[config.mk]
export PLATFORM = sky130hd
export DESIGN_NAME = i2c_master_transaction_sequencer
export DESIGN_NICKNAME = d
export VERILOG_FILES = /design/src/sv/tseq_pkg.sv /design/src/sv/tseq_ram.sv /design/src/sv/tseq_core.sv /design/src/sv/i2c_master_transaction_sequencer.sv
export SDC_FILE = /design/constraint.sdc
export NUM_CORES = 1
export LEC_CHECK = 0
export BUFFER_PORTS_ARGS = -buffer_cell sky130_fd_sc_hd__buf_2
export CORE_UTILIZATION = 30
export DETAILED_ROUTE_END_ITERATION = 6
export GPL_TIMING_DRIVEN = 0
export SLEW_MARGIN = 25
export SYNTH_ARGS = -nofsm -noshare
export SYNTH_HDL_FRONTEND = slang
export SYNTH_SLANG_ARGS = --single-unit
[constraint.sdc]
create_clock -name clk_i -period 4.8 [get_ports clk_i]
set_clock_uncertainty 0.2 [all_clocks]
set_input_delay 0.24 -clock clk_i [delete_from_list [all_inputs] [get_ports clk_i]]
set_output_delay 0.24 -clock clk_i [all_outputs]
set_load 0.005 [all_outputs]
[src/sv/tseq_pkg.sv]
// ----------------------------------------------------------------------------
// tseq_pkg: shared types and constants of the I2C transaction sequencer
// Opcodes, bus commands, TWI status codes, modes and the structs that travel
// between the sequencer modules.
// ----------------------------------------------------------------------------
package tseq_pkg;

  typedef enum logic [1:0] {
    OP_START  = 2'd0,
    OP_STATUS = 2'd1,
    OP_LOAD   = 2'd2
  } opcode_e;

  typedef enum logic [2:0] {
    CMD_NONE    = 3'd0,
    CMD_START   = 3'd1,
    CMD_TX      = 3'd2,
    CMD_RX_ACK  = 3'd3,
    CMD_RX_NACK = 3'd4,
    CMD_STOP    = 3'd5,
    CMD_ABORT   = 3'd6
  } cmd_e;

  typedef enum logic [1:0] {
    MODE_WRITE      = 2'd0,
    MODE_READ       = 2'd1,
    MODE_WRITE_READ = 2'd2
  } mode_e;

  typedef enum logic [1:0] {
    REG_SLAVE_ADDR    = 2'd0,
    REG_TRANSFER_MODE = 2'd1,
    REG_SEND_LENGTH   = 2'd2,
    REG_RECV_LENGTH   = 2'd3
  } reg_idx_e;

  localparam logic [7:0] ST_START       = 8'h08;
  localparam logic [7:0] ST_RSTART      = 8'h10;
  localparam logic [7:0] ST_SLA_W_ACK   = 8'h18;
  localparam logic [7:0] ST_DATA_W_ACK  = 8'h28;
  localparam logic [7:0] ST_ARB_LOST    = 8'h38;
  localparam logic [7:0] ST_SLA_R_ACK   = 8'h40;
  localparam logic [7:0] ST_DATA_R_ACK  = 8'h50;
  localparam logic [7:0] ST_DATA_R_NACK = 8'h58;

  localparam logic [7:0] IDLE_BYTE = 8'hFF;
  localparam logic [5:0] RX_MAX    = 6'd32;

  typedef struct packed {
    logic [6:0] slave_addr;
    logic [1:0] transfer_mode;
    logic [5:0] send_length;
    logic [5:0] recv_length;
  } cfg_t;

  typedef struct packed {
    opcode_e    opcode;
    logic [7:0] bus_status;
    logic [7:0] data_byte;
    logic [4:0] load_index;
  } item_t;

  typedef struct packed {
    cmd_e       bus_command;
    logic [7:0] tx_byte;
    logic       rx_valid;
    logic [4:0] rx_index;
    logic [7:0] rx_byte;
    logic       busy_res;
    logic       transfer_done;
    logic       transfer_error;
    logic [5:0] received_count;
  } result_t;

  typedef struct packed {
    logic       en;
    logic [4:0] idx;
    logic [7:0] data;
  } store_wr_t;

endpackage

[src/sv/tseq_ram.sv]
// ----------------------------------------------------------------------------
// tseq_ram: generic single-port-write, single-port-read RAM
// One write and one registered read per cycle.
// ----------------------------------------------------------------------------
module tseq_ram #(
  parameter int WIDTH = 8,
  parameter int DEPTH = 32,
  parameter int AW    = (DEPTH > 1) ? $clog2(DEPTH) : 1
) (
  input  logic             clk_i,
  input  logic             we_i,
  input  logic [AW-1:0]    waddr_i,
  input  logic [WIDTH-1:0] wdata_i,
  input  logic             re_i,
  input  logic [AW-1:0]    raddr_i,
  output logic [WIDTH-1:0] rdata_o
);

  logic [WIDTH-1:0] mem [DEPTH];
  logic [WIDTH-1:0] rdata_q;

  always_ff @(posedge clk_i) begin
    if (we_i) begin
      mem[waddr_i] <= wdata_i;
    end
    if (re_i) begin
      rdata_q <= mem[raddr_i];
    end
  end

  assign rdata_o = rdata_q;

endmodule

[src/sv/tseq_core.sv]
// ----------------------------------------------------------------------------
// tseq_core: transaction state and per-event command decision
// Holds address byte, message index and busy flag; picks the bus command for
// the item in the input register.
// ----------------------------------------------------------------------------
module tseq_core
  import tseq_pkg::*;
#(
  parameter int BUF_DEPTH = 32
) (
  input  logic       clk_i,
  input  logic       rst_ni,
  input  logic       exec_i,
  input  item_t      item_i,
  input  cfg_t       cfg_i,
  input  logic [7:0] store_data_i,
  output logic [5:0] msg_idx_d_o,
  output store_wr_t  store_wr_o,
  output result_t    result_o
);

  logic [7:0] addr_q, addr_d;
  logic [5:0] idx_q, idx_d;
  logic       busy_q, busy_d;

  logic       mode_read;
  logic       has_recv;
  logic       send_more;
  logic [5:0] recv_eff;
  logic [5:0] idx_inc;
  logic [5:0] idx_rx;
  logic       abort;

  always_ff @(posedge clk_i or negedge rst_ni) begin
    if (!rst_ni) begin
      addr_q <= '0;
      idx_q  <= '0;
      busy_q <= 1'b0;
    end else begin
      addr_q <= addr_d;
      idx_q  <= idx_d;
      busy_q <= busy_d;
    end
  end

  assign mode_read = (cfg_i.transfer_mode == MODE_READ);
  assign has_recv  = (cfg_i.transfer_mode != MODE_WRITE);
  assign send_more = !mode_read && (idx_q < cfg_i.send_length) &&
                     (32'(idx_q) < BUF_DEPTH);
  assign idx_inc   = idx_q + 6'd1;

  always_comb begin
    if (cfg_i.recv_length == 6'd0) begin
      recv_eff = 6'd1;
    end else if (cfg_i.recv_length > RX_MAX) begin
      recv_eff = RX_MAX;
    end else begin
      recv_eff = cfg_i.recv_length;
    end
  end

  always_comb begin
    addr_d     = addr_q;
    idx_d      = idx_q;
    busy_d     = busy_q;
    abort      = 1'b0;
    idx_rx     = idx_q;
    store_wr_o = '{en: 1'b0, idx: item_i.load_index, data: item_i.data_byte};
    result_o   = '{bus_command: CMD_NONE, tx_byte: IDLE_BYTE, rx_valid: 1'b0,
                   rx_index: '0, rx_byte: '0, busy_res: 1'b0,
                   transfer_done: 1'b0, transfer_error: 1'b0,
                   received_count: '0};
    if (exec_i) begin
      unique case (item_i.opcode)
        OP_START: begin
          if (!busy_q) begin
            addr_d               = {cfg_i.slave_addr, mode_read};
            busy_d               = 1'b1;
            result_o.bus_command = CMD_START;
          end
        end
        OP_LOAD: begin
          store_wr_o.en = (32'(item_i.load_index) < BUF_DEPTH);
        end
        OP_STATUS: begin
          if (busy_q) begin
            unique case (item_i.bus_status)
              ST_START, ST_RSTART: begin
                idx_d                = '0;
                result_o.bus_command = CMD_TX;
                result_o.tx_byte     = addr_q;
              end
              ST_ARB_LOST: begin
                if (!mode_read) begin
                  addr_d[0] = 1'b0;
                end
                result_o.bus_command = CMD_START;
              end
              ST_SLA_W_ACK, ST_DATA_W_ACK: begin
                if (send_more) begin
                  result_o.bus_command = CMD_TX;
                  result_o.tx_byte     = store_data_i;
                  idx_d                = idx_inc;
                end else if (has_recv) begin
                  addr_d[0]            = 1'b1;
                  result_o.bus_command = CMD_START;
                end else begin
                  result_o.bus_command   = CMD_STOP;
                  result_o.transfer_done = 1'b1;
                  busy_d                 = 1'b0;
                end
              end
              ST_SLA_R_ACK, ST_DATA_R_ACK: begin
                if (!has_recv) begin
                  abort = 1'b1;
                end else begin
                  if (item_i.bus_status == ST_DATA_R_ACK) begin
                    result_o.rx_valid = 1'b1;
                    result_o.rx_index = idx_q[4:0];
                    result_o.rx_byte  = item_i.data_byte;
                    idx_rx            = idx_inc;
                  end
                  idx_d = idx_rx;
                  if (({1'b0, idx_rx} + 7'd1) < {1'b0, recv_eff}) begin
                    result_o.bus_command = CMD_RX_ACK;
                  end else begin
                    result_o.bus_command = CMD_RX_NACK;
                  end
                end
              end
              ST_DATA_R_NACK: begin
                if (!has_recv) begin
                  abort = 1'b1;
                end else begin
                  result_o.rx_valid       = 1'b1;
                  result_o.rx_index       = idx_q[4:0];
                  result_o.rx_byte        = item_i.data_byte;
                  idx_d                   = idx_inc;
                  result_o.received_count = idx_inc;
                  result_o.bus_command    = CMD_STOP;
                  result_o.transfer_done  = 1'b1;
                  busy_d                  = 1'b0;
                end
              end
              default: begin
                abort = 1'b1;
              end
            endcase
            if (abort) begin
              result_o.bus_command    = CMD_ABORT;
              result_o.transfer_done  = 1'b1;
              result_o.transfer_error = 1'b1;
              busy_d                  = 1'b0;
            end
          end
        end
        default: begin
        end
      endcase
    end
    result_o.busy_res = busy_d;
  end

  assign msg_idx_d_o = idx_d;

endmodule

[src/sv/i2c_master_transaction_sequencer.sv]
// ----------------------------------------------------------------------------
// i2c_master_transaction_sequencer: byte-level I2C master sequencer
// Turns start, load and bus status words into bus commands and received data.
// ----------------------------------------------------------------------------
// Usage:
//   Input channel (in_valid_i/in_ready_o) takes one word per cycle while
//   in_ready_o is high: start a transaction, load a send byte, or a TWI bus
//   status with the received byte. Output channel (out_valid_o/out_ready_i)
//   returns exactly one result word per input word, in order: bus command,
//   byte to drive, received byte with its index, busy, done, error and count.
//   Config channel (cfg_valid_i/cfg_ready_o) is always ready; index selects
//   slave address, transfer mode, send length or receive length. Write it
//   only while no word is in flight.
//   An input word goes from the input register through the decision logic
//   into the result register. Throughput: one word per cycle while the
//   output is not stalled, set by the single pass through the decision logic.
//   The send store is a RAM with a registered read, read as a word is taken
//   with the next message index; a load in flight is forwarded to the read.
//   A stalled output holds its result; the input register still takes one
//   more word, then in_ready_o drops until the result is taken.
//   Reset clears both pipeline valid flags, the transaction state and the
//   config registers (receive length resets to one). Send store contents are
//   undefined until loaded.
// ----------------------------------------------------------------------------
module i2c_master_transaction_sequencer
  import tseq_pkg::*;
#(
  parameter int BUF_DEPTH = 32
) (
  input  logic       clk_i,
  input  logic       rst_ni,
  input  logic       in_valid_i,
  output logic       in_ready_o,
  input  logic [1:0] opcode_i,
  input  logic [7:0] bus_status_i,
  input  logic [7:0] data_byte_i,
  input  logic [4:0] load_index_i,
  output logic       out_valid_o,
  input  logic       out_ready_i,
  output logic [2:0] bus_command_o,
  output logic [7:0] tx_byte_o,
  output logic       rx_valid_o,
  output logic [4:0] rx_index_o,
  output logic [7:0] rx_byte_o,
  output logic       busy_res_o,
  output logic       transfer_done_o,
  output logic       transfer_error_o,
  output logic [5:0] received_count_o,
  input  logic       cfg_valid_i,
  output logic       cfg_ready_o,
  input  logic [1:0] cfg_index_i,
  input  logic [7:0] cfg_data_i
);

  localparam int AW = (BUF_DEPTH > 1) ? $clog2(BUF_DEPTH) : 1;

  cfg_t      cfg_q;
  item_t     item_q;
  logic      in_vld_q;
  result_t   res_q;
  logic      out_vld_q;
  logic      exec;
  logic      in_fire;
  result_t   res_d;
  store_wr_t store_wr;
  logic [5:0] msg_idx_d;
  logic [7:0] ram_rdata;
  logic [7:0] store_data;
  logic       byp_q;
  logic [7:0] byp_data_q;
  logic [AW-1:0] rd_addr;
  logic [AW-1:0] wr_addr;
  logic [AW+5:0] rd_ext;
  logic [AW+4:0] wr_ext;

  assign cfg_ready_o = 1'b1;

  always_ff @(posedge clk_i or negedge rst_ni) begin
    if (!rst_ni) begin
      cfg_q <= '{slave_addr: '0, transfer_mode: MODE_WRITE, send_length: '0,
                 recv_length: 6'd1};
    end else if (cfg_valid_i) begin
      unique case (reg_idx_e'(cfg_index_i))
        REG_SLAVE_ADDR:    cfg_q.slave_addr    <= cfg_data_i[6:0];
        REG_TRANSFER_MODE: cfg_q.transfer_mode <= cfg_data_i[1:0];
        REG_SEND_LENGTH:   cfg_q.send_length   <= cfg_data_i[5:0];
        REG_RECV_LENGTH:   cfg_q.recv_length   <= cfg_data_i[5:0];
        default: begin
        end
      endcase
    end
  end

  assign exec       = in_vld_q && (!out_vld_q || out_ready_i);
  assign in_ready_o = !in_vld_q || exec;
  assign in_fire    = in_valid_i && in_ready_o;

  always_ff @(posedge clk_i or negedge rst_ni) begin
    if (!rst_ni) begin
      in_vld_q  <= 1'b0;
      out_vld_q <= 1'b0;
    end else begin
      if (in_ready_o) begin
        in_vld_q <= in_valid_i;
      end
      if (exec) begin
        out_vld_q <= 1'b1;
      end else if (out_ready_i) begin
        out_vld_q <= 1'b0;
      end
    end
  end

  always_ff @(posedge clk_i) begin
    if (in_fire) begin
      item_q <= '{opcode: opcode_e'(opcode_i), bus_status: bus_status_i,
                  data_byte: data_byte_i, load_index: load_index_i};
    end
    if (exec) begin
      res_q <= res_d;
    end
  end

  tseq_core #(
    .BUF_DEPTH(BUF_DEPTH)
  ) u_core (
    .clk_i       (clk_i),
    .rst_ni      (rst_ni),
    .exec_i      (exec),
    .item_i      (item_q),
    .cfg_i       (cfg_q),
    .store_data_i(store_data),
    .msg_idx_d_o (msg_idx_d),
    .store_wr_o  (store_wr),
    .result_o    (res_d)
  );

  assign rd_ext  = {{AW{1'b0}}, msg_idx_d};
  assign rd_addr = rd_ext[AW-1:0];
  assign wr_ext  = {{AW{1'b0}}, store_wr.idx};
  assign wr_addr = wr_ext[AW-1:0];

  tseq_ram #(
    .WIDTH(8),
    .DEPTH(BUF_DEPTH)
  ) u_store (
    .clk_i  (clk_i),
    .we_i   (store_wr.en),
    .waddr_i(wr_addr),
    .wdata_i(store_wr.data),
    .re_i   (in_fire),
    .raddr_i(rd_addr),
    .rdata_o(ram_rdata)
  );

  always_ff @(posedge clk_i or negedge rst_ni) begin
    if (!rst_ni) begin
      byp_q <= 1'b0;
    end else if (in_fire) begin
      byp_q <= store_wr.en && (wr_addr == rd_addr);
    end
  end

  always_ff @(posedge clk_i) begin
    if (in_fire) begin
      byp_data_q <= store_wr.data;
    end
  end

  assign store_data = byp_q ? byp_data_q : ram_rdata;

  assign out_valid_o      = out_vld_q;
  assign bus_command_o    = res_q.bus_command;
  assign tx_byte_o        = res_q.tx_byte;
  assign rx_valid_o       = res_q.rx_valid;
  assign rx_index_o       = res_q.rx_index;
  assign rx_byte_o        = res_q.rx_byte;
  assign busy_res_o       = res_q.busy_res;
  assign transfer_done_o  = res_q.transfer_done;
  assign transfer_error_o = res_q.transfer_error;
  assign received_count_o = res_q.received_count;

endmodule

# == Yosys cells after proc, flatten, opt, wreduce, memory -nomap -nowiden ==
# Memory sizes are Yosys's and may differ from the RTL's. A register that Yosys moved wholly into a read port is not among the register bits.
# Cells that the tools add are included.
# word_totals
register_bits,104
latch_bits,0
mem_bits_rw,256
romBits,0
in_bits,38
output_inout_bits,37
word_cells,149
memories,1
# mem_list
memory,depth,word_bits,read_ports,rd_clocked_by_memory_dff,wr,line_no,text
u_store.mem,32,8,1,1,1,tseq_ram.sv:19,logic [WIDTH-1:0] mem [DEPTH];
# op_classes
add_sub_neg,2
n_mul,0
div,0
n_lt_le_gt_ge,4
eq_ne,24
shifts,0
muxes,60
n_bitwise,1
reduce_logical,31
# op_table
op,n
2-to-1 mux 6 bit,11
2-to-1 mux 14 bit,3
one-hot mux 14 bit (2 select lines),1
2-to-1 mux 25 bit,1
"== test 8 x 7 -> 1 bit, second input constant",3
one-hot mux 6 bit (4 select lines),1
2-to-1 mux 1 bit,22
2-to-1 mux 3 bit,6
"== test 8 x 5 -> 1 bit, second input constant",2
"== test 8 x 6 -> 1 bit, second input constant",2
2-to-1 mux 8 bit,2
one-hot mux 8 bit (2 select lines),1
2-to-1 mux 5 bit,3
one-hot mux 3 bit (5 select lines),1
one-hot mux 1 bit (2 select lines),6
AND reduction 2 bit,5
"!= test 3 bit, second input constant",3
"== test 8 x 4 -> 1 bit, second input constant",1
"!= test 2 x 1 -> 1 bit, second input constant",4
AND reduction 8 bit,1
"adder 6 x 1 -> 7 bit, second input constant",1
< comparator 7 x 6 -> 1 bit,1
AND reduction 7 bit,1
"adder 6 x 1 -> 6 bit, second input constant",1
23 further kinds,39

# == Longest topological paths before layout ==
# Gate-level depths: netlist of run 1.
# logic_depth
depth_word,15
mapped_depth,17

# == Modules after synthesis ==
# Synthesis of run 1 repeated with hierarchy kept, for this count alone.
# unflattened
hier_cells,833
area_unflattened_um2,15493.6
# by_module_without_submodules
module,instances,cells_each,area_each_um2,seq_area_each_um2
tseq_ram,1,417,10133.5,7927.6
i2c_master_transaction_sequencer,1,140,3040.4,2553.7
tseq_core,1,276,2319.7,375.4

# == Least setup slack after synthesis of run 1 ==
# No wires, ideal clock.
# synth_timing
path_kind,register to register
startpoint,register item_q[14] (netlist name)
endpoint,register res_q (netlist bit bus_command_o[0]) (data pin)
setup_time_ps,167
arrival_time_ps,3701
setup_slack_ps,732
path_stages_with_launch,17
path_cell_list,edfxtp_1 > or4_1 > buf_2 > nor4b_2 > nand2_1 > inv_2 > ha_1 > ha_1 > xor2_1 > xnor2_1 > ha_1 > a21o_1 > a21o_1 > a21o_1 > a211oi_1 > nand2_1 > a211oi_1
# synth_rtl
element,line_no,text
"start, declared",i2c_master_transaction_sequencer.sv:58,item_t item_q;
"start signal, assigned",i2c_master_transaction_sequencer.sv:116,"item_q <= '{opcode: opcode_e'(opcode_i), bus_status: bus_status_i,"
"end signal, assigned",i2c_master_transaction_sequencer.sv:120,res_q <= res_d;
"end, declared",i2c_master_transaction_sequencer.sv:60,result_t res_q;

# == Worst setup path after layout of run 1 ==
# layout_timing
startpoint,register item_q[14] (netlist name)
endpoint,"register u_store.rdata_q[7] (netlist: u_store.rdata_o[7]), read port of u_store.mem (data pin)"
# layout_via
elab_chain_cells,12
elab_cells_between_ends,21
cone_classes,eq/ne: 7; mux: 11; reduce/logical: 3
# layout_lines
element,line_no,text
== test 8 x 7 -> 1 bit,"tseq_core.sv:87, tseq_core.sv:117",
2-to-1 mux 6 bit,tseq_core.sv:117,if (item_i.bus_status == ST_DATA_R_ACK) begin
2-to-1 mux 6 bit,tseq_core.sv:114,if (!has_recv) begin
2-to-1 mux 6 bit,tseq_core.sv:87,unique case (item_i.bus_status)
2-to-1 mux 6 bit,tseq_core.sv:86,if (busy_q) begin
2-to-1 mux 6 bit,tseq_core.sv:74,unique case (item_i.opcode)
2-to-1 mux 6 bit,tseq_core.sv:73,if (exec_i) begin
2-to-1 mux 6 bit,tseq_core.sv:114,
one-hot mux 6 bit (4 select lines) (*),tseq_core.sv:87,
2-to-1 mux 5 bit (*),tseq_core.sv:86,
2-to-1 mux 5 bit (*),tseq_core.sv:74,
2-to-1 mux 5 bit (*),tseq_core.sv:73,
"end, declared",tseq_ram.sv:20,logic [WIDTH-1:0] rdata_q;
# Every way passes the cells marked *; elsewhere a longest branch is shown, timed or not. The select of a mux whose other input is x is not followed.
# A chain may end at the register's enable or synchronous reset.

==> impl_metrics.yaml, run 1 <==
global_routing:
  grt_max_degree: 40
  grt_pass1_wl_um: 54000
  grt_use_total_pct: 13.5
  grt_overflow: 0
  antenna_found_initial: 0
  grt_pass1_vias: 9010
timing:
  final-max-slew-violation-count: 0
  max_freq_mhz: 220
  relSlewSlack_pct: 36.9
  rsz0062_at_grt: "no"
  setup_viol: 0
  whs_ns: 0.188
  fin_crit_ns: 4.56
  finalHoldViolations: 0
  min_period_over_period_pct: 94.9
  tightest_slew_ns: 0.947
final_layout:
  final_cell_count_no_fill: 1849
  stdcell_area_sq_um: 18800
  nets: 1191
  final_common_cell: "edfxtp_1"
  post_route_cells_drive_above_1_share_pct: 19.6
  area_growth_pct: 20.8
  num_antenna_cells: 0
  fillCellCount: 4738
  seq_area_sq_um: 10900
  final_util_pct: 36.7
  multiInputGateArea_sq_um: 4440
  final_cell_mix: "329 x edfxtp_1, 193 x mux2i_1, 75 x buf_2, 55 x nor2_1, 41 x clkbuf_16"
setup_path:
  crit_type: "reg -> reg"
  cp.required_ns: 4.93
  start_kind: "flop"
  cp_max_fo: 10
  endpoint_kind: "flop"
  cp.arrival_ns: 4.68
logic_synthesis:
  synth_fp_nets: 1026
  synthAdderAreaFrac_pct: 1.19
  yosys.area_share.simple_pct: 6.19
  postSynth.asyncResetShare_pct: 10.6
  synth-xor-area-share_pct: 1.01
  synth_top_family_by_area: "multiplexers"
  synthMuxAreaShare_pct: 15.0
  ys_seq_area_share_pct: 69.9
  yosysWarningCount: 0
  synth_seq_cells: 368
  syn-instance-count: 974
  synth.largest_area_cell: "edfxtp_1"
  synth-edff-count: 329
  syn_avg_cell_area_sq_um: 16.0
  yosysUniqueCellTypes: 66
  synth_compound_area_share_pct: 4.62
  ys.flop_type: "edfxtp_1"
  syn_area_sq_um: 15500
  synth_top_cell_area_share_pct: 63.6
  synthTopCellsByArea: "edfxtp_1 64%, mux2i_1 12%, dfrtp_1 6.1%"
clocking:
  cts_tree: "built"
  numCtsBuffers: 40
  clock_path_buffers: 3
  clock-sinks: 368
  cts_root_buf: "clkbuf_16"
  clk_latency_ns: 0.55
  htreeDepth: 2
  clk_pin_slew_ns: 0.06
run:
  maxCapViolCount: 0
placed_design:
  dp_cells: 1738
  post-dp-hpwl_um: 25100
  routabilityCongestion: 0.948
  dpl-instance-area_sq_um: 17000
  io_buffers: 72
pwr:
  swShare_pct: 20.9
  power_density_nw_per_um2: 383
  internal_power_mw: 5.69
  power_mw: 7.20
  leakagePower_nw: 6.09
  clock_power_share_pct: 42.8
  pwr-share-seq_pct: 51.5
  combPwrFrac_pct: 5.8
  switching_power_mw: 1.51
  vdd_drop_max_uv: 206
route:
  drc: 0
  wl_um: 35900
  vias: 8780
  drt_first_pass_iters: 6
  ant_nets: 0
  wl_per_cell_um: 19.4
  viasPerCell: 4.75
  drt_iter0_markers: 734
floorplanning:
  pin_count: 75
  die_w_um: 230
  start_util_pct: 30.4
  design.core.area_sq_um: 51200
  fp.dieH_um: 230
  die_area_sq_um: 52700
  num_rows: 83
hold_path:
  hold_class: "in -> async"
run_status:
  status: "finished, final reports clean"
[worst max-delay path, stage by stage (launching register included)]
cell       delay, ns
edfxtp_1        0.38
or4_1           0.54
buf_2           0.21
nor4b_4         0.39
nand2_2         0.12
inv_2           0.13
ha_1            0.25
mux2i_1         0.10
o21ai_0         0.17
a2bb2oi_1       0.12
o21ai_2         0.27
buf_6           0.22
buf_6           0.20
mux2i_1         0.12
mux2i_1         0.33
o22ai_1         0.20
nor4_2          0.36
[layer usage]
metal / vias up / wire length, um / GRT usage (%)
li1: 4103 / - / -
met5: - / 0 / 0
met3: 60 / 1540 / 2.49
met4: 0 / 960 / 4.50
met1: 4396 / 15700 / 17.1
met2: 221 / 17700 / 23.1
[repair_timing]
| item | CTS | global route |
|---|---|---|
| resized for setup | 7 | 4 |
| endpoints found under the hold margin | 84 | 0 |
| setup endpoints to repair | 8 | 10 |
| setup buffers | 0 | 1 |
| hold buffers | 38 | 0 |
| pin swaps | 0 | 2 |
[final cells by class]
type                            instances  share of cell area, %
Buffer                                 38                   1.38
Tap cell                              680                   4.53
Timing Repair Buffer                  123                   5.21
Sequential cell                       368                   57.8
Inverter                               16                  0.320
Clock buffer                           57                   6.16
Clock inverter                         15                  0.920
Multi-Input combinational cell        552                   23.7
[cell usage after synthesis (3+ instances only)]
| master | instances |
|---|---|
| xnor2_1 | 12 |
| a31oi_1 | 4 |
| nor3b_1 | 3 |
| and3_1 | 13 |
| ha_1 | 14 |
| nand2_1 | 38 |
| xor2_1 | 6 |
| and2_1 | 7 |
| mux2_2 | 36 |
| nor3_1 | 13 |
| inv_1 | 13 |
| nand2b_1 | 12 |
| edfxtp_1 | 329 |
| buf_1 | 5 |
| buf_4 | 12 |
| a21o_1 | 6 |
| nor2b_1 | 7 |
| buf_2 | 3 |
| buf_6 | 9 |
| clkbuf_1 | 9 |
| nand3b_1 | 5 |
| nor4_1 | 10 |
| o22ai_1 | 34 |
| a221o_1 | 8 |
| nand3_1 | 9 |
| a21oi_1 | 12 |
| mux2i_1 | 193 |
| dfrtp_1 | 38 |
| a211oi_1 | 3 |
| o21ai_0 | 7 |
| nor2_1 | 55 |
| o211ai_1 | 6 |
[state kept, by name (all words and copies together), names as in the netlist, 3 cells and up]
| signal | flops |
|---|---|
| u_store.rdata_o | 8 |
| cfg_q | 21 |
| received_count_o | 6 |
| bus_command_o | 3 |
| tx_byte_o | 8 |
| u_core.addr_q | 8 |
| byp_data_q | 8 |
| item_q | 23 |
| u_core.idx_q | 6 |
| u_store.mem | 256 |
| rx_byte_o | 8 |
| rx_index_o | 5 |
[power groups by stage]
stage / logic, mW / clock network, mW / registers (mW)
final: 0.415 / 3.08 / 3.70
after global routing: 0.456 / 3.26 / 3.71
after CTS: 0.412 / 3.14 / 3.70
after detailed placement: 0.382 / 0 / 3.77
after global placement: 0.319 / 0 / 3.79
after floorplan: 0.209 / 0 / 3.75
[worst paths after layout]
check                                       from                      endpoint  slack, ns  cells past startpoint
min reg2reg                cfg_q[16]$_DFFE_PN0P_  u_core.addr_q[3]$_DFFE_PN0P_       0.30                      1
min                                       rst_ni       u_core.busy_q$_DFF_PN0_       0.19                      2
max in group asynchronous                 rst_ni     u_core.idx_q[2]$_DFF_PN0_       3.61                      2
max reg2reg                 item_q[14]$_DFFE_PP_  u_store.rdata_o[7]$_DFFE_PP_       0.24                     16
max                         item_q[14]$_DFFE_PP_  u_store.rdata_o[7]$_DFFE_PP_       0.24                     16
min in group clk_i                data_byte_i[7]          item_q[12]$_DFFE_PP_       0.20                      2
[logic make-up (layout without fill, tap and decap cells)]
kind of cell	Yosys count	after routing
other	1	1
buffers and inverters	54	249
xor gates and xnor gates	18	18
adders and majority gates	15	15
AOI/OAI and AO/OA	102	102
muxes	229	229
DFF	368	368
and+or+nand+nor	187	187
[through the flow]
step / setup TNS, ns / setup WS [ns]
after floorplan: 0 / 0.732
after global placement: -0.487 / -0.147
after detailed placement: -0.696 / -0.180
after CTS: 0 / 0.0319
after global routing: 0 / 0.0233
final: 0 / 0.244
No activity file was read; power rests on OpenSTA's default activity.
==> inputs of run 2 (changes only) <==
--- a/config.mk
+++ b/config.mk
@@ -9,6 +9,7 @@
 export CORE_UTILIZATION = 30
 export DETAILED_ROUTE_END_ITERATION = 6
 export GPL_TIMING_DRIVEN = 0
+export SETUP_SLACK_MARGIN = 0.5
 export SLEW_MARGIN = 25
 export SYNTH_ARGS = -nofsm -noshare
 export SYNTH_HDL_FRONTEND = slang
==> run 2 against run 1 <==
Net effect: final area increased by 2.8%; worst hold slack improved by 0.00070 ns; setup slack improved by 0.28 ns; non-clock buffer count increased by 16; routed wire length increased by 1.8%; via count increased by 2.0%; critical path depth decreased by 1; die area unchanged; global-route usage increased by 0.098 points; clock-buffer cell count unchanged; highest routed layer unchanged.
==> impl_metrics.yaml, run 2 (synthesized netlist as in run 1, its figures left out) <==
floorplanning:
  die_w_um: 230
  die_area_sq_um: 52700
  fp.dieH_um: 230
  design.core.area_sq_um: 51200
  start_util_pct: 30.4
  pin_count: 75
  num_rows: 83
clocking:
  clock_path_buffers: 3
  cts_root_buf: "clkbuf_16"
  clk_pin_slew_ns: 0.06
  cts_tree: "built"
  htreeDepth: 2
  numCtsBuffers: 40
  clk_latency_ns: 0.55
  clock-sinks: 368
setup_path:
  start_kind: "flop"
  cp.arrival_ns: 4.42
  r2r_cells: 15
  worstReg2RegEnd: "u_store.rdata_o[3]$_DFFE_PP_"
  crit_type: "reg -> reg"
  cp_max_fo: 10
  reg2reg_from: "item_q[20]$_DFFE_PP_"
  r2r_slack_ns: 0.53
  endpoint_kind: "flop"
  cp.required_ns: 4.95
timing:
  finalHoldViolations: 0
  whs_ns: 0.189
  fin_crit_ns: 4.27
  fin_ws_ns: 0.526
  final-max-slew-violation-count: 0
  tns_ns: 0
  max_freq_mhz: 234
  setup_viol: 0
  tightest_slew_ns: 0.952
  rsz0062_at_grt: "yes"
  relSlewSlack_pct: 36.5
  min_period_over_period_pct: 89.1
route:
  met3_length_um: 1620
  ant_nets: 0
  viasPerCell: 4.80
  top_layer: "met4"
  vias: 8952
  drt_first_pass_iters: 5
  wl_met1_um: 15800
  met2_length_um: 18000
  drt_iter0_markers: 686
  wl_um: 36500
  drc: 0
  wl_per_cell_um: 19.6
global_routing:
  grt_pass1_vias: 9105
  antenna_found_initial: 0
  grt_use_total_pct: 13.6
  grt_overflow: 0
  grt_pass1_wl_um: 54500
  grt_max_degree: 40
pwr:
  power_density_nw_per_um2: 374
  vdd_drop_max_uv: 205
  power_mw: 7.22
  leakagePower_nw: 6.27
final_layout:
  num_antenna_cells: 0
  post_route_cells_drive_above_1_share_pct: 23.8
  final_cell_mix: "329 x edfxtp_1, 188 x mux2i_1, 73 x buf_2, 55 x nor2_1, 43 x clkbuf_16"
  final_common_cell: "edfxtp_1"
  regMostFlops: "u_store.mem"
  reg_top3: "u_store.mem: 256 flops, item_q: 23 flops, cfg_q: 21 flops"
  largest_reg_flops: 256
  stdcell_area_sq_um: 19300
  nets: 1207
  area_growth_pct: 24.2
placed_design:
  dp_slack_ns: -0.180
  post-dp-hpwl_um: 25100
  routabilityCongestion: 0.948
  io_buffers: 72
  dpl-instance-area_sq_um: 17000
run:
  maxCapViolCount: 0
run_status:
  status: "finished, final reports clean"
hold_path:
  hold_class: "in -> async"
run 2: changes by cell type in the layout (fill, tap and decap cells not counted), moves of 6 or more:
cell / delta
o22ai_2: +18
o22ai_1: -18
nor4_4: +6
buf_12: +6
run 2: worst max path at each step:
| stage | start | to | slack [ns] | depth (start not counted) |
|---|---|---|---|---|
| 2_1_floorplan | item_q[14]$_DFFE_PP_ | bus_command_o[0]$_DFFE_PP_ | 0.73 | 16 |
| 3_3_place_gp | item_q[14]$_DFFE_PP_ | bus_command_o[0]$_DFFE_PP_ | -0.15 | 16 |
| 3_5_place_dp | item_q[14]$_DFFE_PP_ | bus_command_o[0]$_DFFE_PP_ | -0.18 | 16 |
| 4_1_cts | item_q[14]$_DFFE_PP_ | bus_command_o[1]$_DFFE_PP_ | 0.52 | 18 |
| 5_1_grt | item_q[20]$_DFFE_PP_ | bus_command_o[0]$_DFFE_PP_ | 0.33 | 18 |
| 6_report | item_q[20]$_DFFE_PP_ | u_store.rdata_o[3]$_DFFE_PP_ | 0.53 | 15 |
run 2: where the power goes:
part	internal, mW	switching, mW	leakage (nW)
clock network	1.89	1.20	0.654
logic	0.197	0.237	2.17
registers	3.62	0.0831	3.45
run 2: timing repair:
action	4_1_cts	5_1_grt
setup buffers	5	9
setup endpoints to repair	11	11
gates resized for setup	36	50
pin swaps	13	28
endpoints found under the hold margin	84	0
gates cloned	1	2
hold buffers	38	0
run 2: critical path, stage by stage (launching register included):
cell and delay [ns]:
edfxtp_1 0.40, or4_4 0.56, buf_8 0.15, buf_4 0.13, buf_4 0.13, nor3_4 0.25, clkbuf_4 0.27, o211ai_1 0.17
nand2_1 0.14, a31oi_1 0.08, a21oi_2 0.25, buf_6 0.23, buf_4 0.28, mux2i_2 0.32, o22ai_1 0.19, nor4_4 0.32
run 2: final cells by class:
| cell class | count | area (sq um) |
|---|---|---|
| tap | 680 | 851 |
| inverter | 16 | 62.6 |
| clock inverter | 15 | 173 |
| buffer | 38 | 354 |
| multi-input combinational | 552 | 4700 |
| clock buffer | 57 | 1160 |
| timing repair buffer | 139 | 1140 |
| fill | 4702 | 31900 |
| sequential | 368 | 10900 |
run 2: stage by stage:
stage	util, %	std cells
after global placement	32.7	1726
final	37.7	1865
after global routing	37.7	1865
after detailed placement	33.2	1738
after CTS	37.0	1854
after floorplan	-	974
run 2: per-layer routing:
metal	vias to the layer above	global-route usage, %
li1	4136	-
met1	4484	17.1
met2	259	23.2
met3	73	2.54
met4	0	4.96
met5	-	0
==> inputs of run 3 (changes only) <==
--- a/config.mk
+++ b/config.mk
@@ -7,6 +7,7 @@
 export LEC_CHECK = 0
 export BUFFER_PORTS_ARGS = -buffer_cell sky130_fd_sc_hd__buf_2
 export CORE_UTILIZATION = 30
+export CTS_BUF_LIST = sky130_fd_sc_hd__clkbuf_16
 export DETAILED_ROUTE_END_ITERATION = 6
 export GPL_TIMING_DRIVEN = 0
 export SETUP_SLACK_MARGIN = 0.5
==> run 3 against run 2 <==
Net effect: register-to-register slack got worse by 0.02 ns; sequential share of layout area increased by 0.59 points; largest cell class unchanged; sequential power about the same; setup slack got worse by 0.024 ns; die area unchanged; highest routed layer unchanged; critical path depth decreased by 3; non-clock buffer count decreased by 4; combinational power decreased by 1%; worst hold slack got worse by 0.0013 ns; clock power decreased by 4%.
==> impl_metrics.yaml, run 3 (synthesized netlist as in run 1, its figures left out) <==
setup_path:
  reg2reg_from: "item_q[20]$_DFFE_PP_"
  crit_start: "item_q[20]$_DFFE_PP_"
  r2r_cells: 12
  crit_type: "reg -> reg"
  crit_end: "u_store.rdata_o[4]$_DFFE_PP_"
  cp.arrival_ns: 4.41
  cp_max_fo: 10
  cp.required_ns: 4.91
  start_kind: "flop"
  endpoint_kind: "flop"
  worstReg2RegEnd: "u_store.rdata_o[4]$_DFFE_PP_"
  r2r_slack_ns: 0.50
clocking:
  htreeDepth: 2
  cts_root_buf: "clkbuf_16"
  numCtsBuffers: 40
  cts_tree: "built"
  clk_latency_ns: 0.55
  clock-sinks: 368
  clk_pin_slew_ns: 0.06
  clock_path_buffers: 3
timing:
  relSlewSlack_pct: 37.1
  min_period_over_period_pct: 89.6
  rsz0062_at_grt: "yes"
  tightest_slew_ns: 0.944
  whs_ns: 0.188
  final-max-slew-violation-count: 0
  max_freq_mhz: 233
  finalHoldViolations: 0
  setup_viol: 0
  fin_ws_ns: 0.502
  fin_crit_ns: 4.30
final_layout:
  num_antenna_cells: 0
  final_cell_mix: "329 x edfxtp_1, 184 x mux2i_1, 73 x buf_2, 55 x nor2_1, 41 x clkbuf_16"
  area_growth_pct: 22.9
  post_route_cells_drive_above_1_share_pct: 22.8
  nets: 1203
  fillCellCount: 4719
  reg_top3: "u_store.mem: 256 flops, item_q: 23 flops, cfg_q: 21 flops"
  largest_reg_flops: 256
  final_common_cell: "edfxtp_1"
  regMostFlops: "u_store.mem"
route:
  drc: 0
  drt_iter0_markers: 684
  wl_um: 36400
  drt_first_pass_iters: 5
  ant_nets: 0
  viasPerCell: 4.76
  vias: 8859
  wl_per_cell_um: 19.6
global_routing:
  antenna_found_initial: 0
  grt_max_degree: 40
  grt_overflow: 0
  grt_pass1_vias: 9093
  grt_pass1_wl_um: 54400
  grt_use_total_pct: 13.6
floorplanning:
  pin_count: 75
  design.core.area_sq_um: 51200
  fp.dieH_um: 230
  start_util_pct: 30.4
  die_area_sq_um: 52700
  num_rows: 83
  die_w_um: 230
pwr:
  clock_power_share_pct: 41.7
  internal_power_mw: 5.57
  pwr-share-seq_pct: 52.2
  leakagePower_nw: 6.24
  vdd_drop_max_uv: 201
  power_density_nw_per_um2: 371
  combPwrFrac_pct: 6.0
  swShare_pct: 21.5
  switching_power_mw: 1.52
placed_design:
  post-dp-hpwl_um: 25100
  io_buffers: 72
  routabilityCongestion: 0.948
  dp_slack_ns: -0.180
run:
  maxCapViolCount: 0
hold_path:
  hold_class: "in -> async"
run_status:
  status: "finished, final reports clean"
[run 3: worst min path at each step]
stage	end	slack [ns]	depth (start not counted)
6_report	out_valid_o$_DFFE_PN0P_	0.19	2
2_1_floorplan	byp_q$_DFFE_PN0P_	-0.26	0
4_1_cts	item_q[9]$_DFFE_PP_	0.17	2
3_5_place_dp	item_q[18]$_DFFE_PP_	0.22	1
5_1_grt	item_q[3]$_DFFE_PP_	0.19	2
3_3_place_gp	in_vld_q$_DFFE_PN0N_	0.22	1
[run 3: routing by layer]
layer / share of wire [%] / vias to the layer above / track usage [%]
met3: 4.4 / 69 / 2.65
met1: 43 / 4429 / 17.1
met5: 0 / - / 0
li1: - / 4131 / -
met4: 2.8 / 0 / 4.98
met2: 49 / 230 / 23.1
[run 3: power groups by stage]
stage | clock (mW) | combinational (mW) | sequential (mW)
final | 2.96 | 0.428 | 3.70
after global routing | 3.13 | 0.470 | 3.72
after CTS | 3.01 | 0.422 | 3.70
after detailed placement | 0 | 0.382 | 3.77
after global placement | 0 | 0.319 | 3.79
after floorplan | 0 | 0.209 | 3.75
[run 3: stage by stage]
| stage | TNS (ns) | std cells | cell area, sq um | power, mW | util [%] |
|---|---|---|---|---|---|
| 2_1_floorplan | 0 | 974 | 15500 | 3.96 | - |
| 3_3_place_gp | -0.487 | 1726 | 16800 | 4.11 | 32.7 |
| 3_5_place_dp | -0.696 | 1738 | 17000 | 4.15 | 33.2 |
| 4_1_cts | 0 | 1852 | 18800 | 7.14 | 36.7 |
| 5_1_grt | 0 | 1861 | 19100 | 7.32 | 37.3 |
| 6_report | 0 | 1861 | 19100 | 7.09 | 37.3 |
[run 3: cell type report]
cell class	count	area (sq um)	share of cell area (%)
plain buffers	38	342	1.79
clock buffers	41	1030	5.37
clock inverters	31	233	1.22
inverters	16	62.6	0.328
multi-input cells	552	4640	24.3
flip-flops and latches	368	10900	56.8
well taps	680	851	4.45
repair buffers	135	1080	5.67
[run 3: what timing repair did]
action / CTS / global route
resized for setup: 27 / 51
hold buffers: 38 / 0
cloned: 0 / 1
endpoints found under the hold margin: 84 / 0
pin swaps: 11 / 25
buffers inserted: 4 / 8
setup endpoints to repair: 11 / 11
[run 3: critical path, cell delays in order, from the launching register on]
cell and delay, ns:
edfxtp_1 0.40, or4_4 0.56, buf_8 0.15, nor3b_2 0.35, nand2_1 0.23, a21oi_1 0.31, a21oi_1 0.13, a21oi_2 0.24
buf_4 0.30, buf_4 0.28, mux2i_1 0.30, o22ai_1 0.18, nor4_2 0.41
